$ cat src/vd_surv_mem.sv
// Survivor store: one column of 64 decision bits per step.
// One write port, one registered read port; depends on nothing else.
module vd_surv_mem #(
  parameter int Depth = 64,
  parameter int AddrBits = 6
) (
  input  logic                clk,
  input  logic                we,
  input  logic [AddrBits-1:0] waddr,
  input  logic [63:0]         wdata,
  input  logic [AddrBits-1:0] raddr,
  output logic [63:0]         rdata
);

  logic [63:0] mem [Depth];

  // Write and read the column store
  always_ff @(posedge clk) begin
    if (we) begin
      mem[waddr] <= wdata;
    end
    rdata <= mem[raddr];
  end

endmodule

$ cat config.mk
export PLATFORM = sky130hd
export DESIGN_NAME = vd_surv_mem
export DESIGN_NICKNAME = d
export VERILOG_FILES = /design/src/vd_surv_mem.sv
export SDC_FILE = /design/constraint.sdc
export NUM_CORES = 2
export LEC_CHECK = 0
export BUFFER_PORTS_ARGS = -buffer_cell sky130_fd_sc_hd__buf_2
export CAP_MARGIN = 20
export CORE_UTILIZATION = 45
export CTS_CLUSTER_SIZE = 25
export DETAILED_ROUTE_END_ITERATION = 8
export SLEW_MARGIN = 10
export SYNTH_ARGS = -nofsm -noshare
export SYNTH_HDL_FRONTEND = slang
export SYNTH_SLANG_ARGS = --single-unit
$ cat constraint.sdc
create_clock -name clk -period 5.93 [get_ports clk]
set_input_delay 0.593 -clock clk [delete_from_list [all_inputs] [get_ports clk]]
set_output_delay 0.593 -clock clk [all_outputs]
set_load 0.1 [all_outputs]
==> Yosys cells after proc, flatten, opt, wreduce, memory -nomap -nowiden <==
Memories as Yosys holds them, arrays and structs flattened. A register that Yosys moved wholly into a read port is not among the register bits.
Index checks and enable logic that the tools add are counted.
W data, S select, Z words.
{ "classes": {"n_mux": 2} }
{ "ops": {"columns": ["cell", "count"], "rows": [
  ["$mux W1", 2]
]} }
{ "word_totals": {"ff_bits": 0, "ramBits": 4096, "memories": 1, "output_inout_bits": 64, "wordCells": 3, "in_bits": 78} }
{ "memory_table": {"columns": ["memory", "depth", "word_bits", "rd", "rd_clocked_by_memory_dff", "wr", "line", "source"], "rows": [
  ["mem", 64, 64, 1, 1, 1, "15", "logic [63:0] mem [Depth];"]
]} }

==> Logic depth before layout (Yosys ltp) <==
{ "logic_depth": {"depth_word": 2, "depth_mapped": 9, "mapped_depth_nobuf": 5} }

==> Worst setup path after synthesis <==
OpenSTA, ideal clock, no wires.
{ "synth_timing": {"path_kind": "input-to-reg", "from": "input waddr[3]", "to": "memory mem[48][0], enable pin", "path_slack_ns": -0.099, "cell_stages": 4, "n_path_buf": 1, "t_arrival_ns": 5.465, "required_ns": 5.366, "path_cell_list": "clkbuf_1 -> nor2b_1 -> nand4b_1 -> nor3_1"} }
{ "synth_rtl": {"columns": ["item", "line", "source"], "rows": [
  ["from (decl)", "9", "input logic [AddrBits-1:0] waddr,"],
  ["to (decl)", "15", null]
]} }
No word-level cell before the write port.

==> results.cfg <==
[drt]
drt_wl_total_mm = 428
viasPerCell = 6.24
vias = 74967
drcViolationCount = 0
drtIter0Drc = 9698
drt_first_pass_iters = 6
ant_nets = 0
drt-wirelength-per-cell_um = 35.6

[global_routing]
track_usage_pct = 24.4
overflow = 0
grt_pass1_wl_mm = 596
grt_max_degree = 112
antenna_found_initial = 38
grt_pass1_vias = 75895

[floorplanning]
start_util_pct = 45.2
core_area_um2 = 346000
ios = 142
die_w_um = 591
rows = 216
dieArea_um2 = 350000
die_h_um = 591

[sta]
period_share_pct = 49.3
clock_skew_ns = 0.0470
slew_headroom_pct = 20.9
min_period_ns = 2.92
worst_pin_slew_ns = 1.18
fmax_ghz = 0.342
fin_ws_ns = 3.01
tns_ns = 0
hold_viol = 0
finalMaxSlewViolations = 0
finalSetupViolCount = 0
rsz0062_at_grt = no

[place]
post-place-cells = 11186
routabilityCongestion = 0.791
pre_cts_slack_ns = 2.03
hpwl_mm = 227
place_area_um2 = 164000
io_buffers = 141

[synthesis]
synth_seq_cells = 4160
synth_top_area_cell = edfxtp_1
dominantRegCellSynth = edfxtp_1
netlist_instances = 6598
synth_top_area_share_pct = 78.7
ys_seq_area_share_pct = 79.5
yosys_warnings = 0
synth_edf_count = 4096
yosysUniqueCellTypes = 33
async_reset_ff_share_pct = 0
synth_nets = 6676
syn_area_per_cell_um2 = 23.7
syn_area_um2 = 156000
synthTopCellsByArea = edfxtp_1 (79%), mux4_2 (15%), mux2i_1 (0.86%)

[status]
outcome = finished clean

[power_and_ir_drop]
p_seq_share_pct = 52.8
power_frac_comb_pct = 5.3
power.internal_uw = 48400
p_sw_share_pct = 21.8
switching_power_uw = 13500
pwr_density_cell_nw_per_um2 = 347
p_leak_uw = 0.0555
peakVddDrop_mv = 0.312
clockPowerShare_pct = 41.8

[clock_tree]
clk-insertion-delay-late_ns = 0.96
clockRootBuffer = clkbuf_16
cts_buffer_depth = 4
postCtsResizedCells = 0
holdBufCountCts = 0
cts_buffers = 411
htree_levels = 5
cts.sinks = 4160
cts_tree = done
clk_pin_slew_ns = 0.06
postCtsSetupRepairBufs = 0

[run]
drv_cap = 0

[final_layout]
finish.instance_area_um2 = 178000
stdcell_count = 12010
nFillCells = 26606
area_growth_pct = 14.1
drive_above_1_share_pct = 28.9
nNetsFinal = 7140

[critical_path]
worst_setup_path_end_kind = register
reg2reg_from = mem[47][23]$_DFFE_PP_
arrival_ns = 3.68
required_ns = 6.68
path_max_fanout = 111
cp-startpoint = raddr[2]
start_kind = input pin
critical_path_class = input pin to register

[worst_hold_path]
worstHoldPathType = input pin to register
min-delay-start = wdata[23]
## cell usage after synthesis (3+ instances only)
cell type and n:
nand2_1 58, or2_2 28, a41oi_1 26, buf_6 6, clkbuf_1 140, a31oi_1 18, and2_1 3, nand3_1 45
a211oi_1 63, edfxtp_1 4096, a22oi_1 168, nor2b_1 28, dfxtp_1 64, nor2_1 112, buf_2 170, buf_1 20
mux4_2 1024, buf_4 34, nand2b_1 11, inv_1 19, o22ai_1 83, mux2i_1 135, and3_1 64, or3_1 29
a2bb2oi_1 19, o221ai_1 38, a22o_1 88
## layer usage
metal  up-vias  wire (um)  track usage [%]
li1      29444          -                -
met4        12      14000             7.41
met3       684      36800             4.02
met5         -         76                0
met1     41196     170000             34.4
met2      3631     207000             39.5
## worst max-delay path, cell delays in order
cell	delay [ns]
buf_8	0.26
buf_12	0.59
nor2b_4	0.32
buf_4	0.61
a22oi_1	0.15
and3_1	0.23
a211oi_1	0.74
## power by group through the flow
stage / Combinational [uW] / Clock, uW / Sequential [uW]
floorplan: 1520 / 0 / 33700
global placement: 3210 / 0 / 33300
detailed placement: 3260 / 0 / 33300
CTS: 3260 / 26200 / 32700
global route: 3450 / 27300 / 32700
finish: 3290 / 25900 / 32700
## area by class of cell
cell class | count | area (um^2) | share of cell area, %
multi-input cells | 2049 | 30800 | 17.3
well taps | 4578 | 5730 | 3.21
flip-flops and latches | 4160 | 124000 | 69.7
diodes | 18 | 45.0 | 0.0253
inverters | 19 | 71.3 | 0.0400
clock buffers | 518 | 11000 | 6.17
clock inverters | 247 | 2370 | 1.33
repair buffers | 421 | 4080 | 2.29
## kinds of logic (layout without fill, tap and decap cells)
logic type             after synthesis  count (layout)  synth area share [%]
AO/OA/AOI/OAI                      504             504                  2.48
buffers and inverters              389            1205                  1.18
flip-flops                        4160            4160                  79.5
multiplexers                      1159            1159                  15.6
other                                0              18                     0
AND/OR/NAND/NOR                    386             386                  1.24
## placed cells by master (no fill, tap or decap), drive strengths merged, types with 2 or more instances in the layout
cell type / count
edfxtp: 4096
mux4: 1024
clkbuf: 518
buf: 410
clkinv: 181
a22oi: 168
mux2i: 135
nor2: 112
a22o: 88
o22ai: 83
and3: 64
dfxtp: 64
a211oi: 63
nand2: 58
nand3: 45
o221ai: 38
bufinv: 37
inv: 32
or3: 29
or2: 28
nor2b: 28
a41oi: 26
a2bb2oi: 19
diode: 18
a31oi: 18
clkinvlp: 16
dlygate4sd3: 11
nand2b: 11
and2: 3
nor3: 2
nand3b: 2
nand4: 2
## flip-flops by register name (all words and copies together), names as in the netlist
name / cells
rdata: 64
mem: 4096
## stage by stage
stage               utilization (%)  total power (uW)  hold WS, ns
CTS                            51.3             62200        0.125
floorplan                         -             35200        0.692
global route                   51.6             63500     0.000241
finish                         51.6             61900       0.0335
global placement               47.5             36500        0.836
detailed placement             47.5             36600        0.836
## worst paths after layout
kind	end	slack, ns	depth (start not counted)
setup / recovery	rdata[51]$_DFF_P_	3.01	7
hold / removal	mem[3][23]$_DFFE_PP_	0.03	1
setup reg to reg	rdata[23]$_DFF_P_	3.93	5
hold reg to reg	rdata[48]$_DFF_P_	0.85	4
No activity file was read; power rests on OpenSTA's default activity.
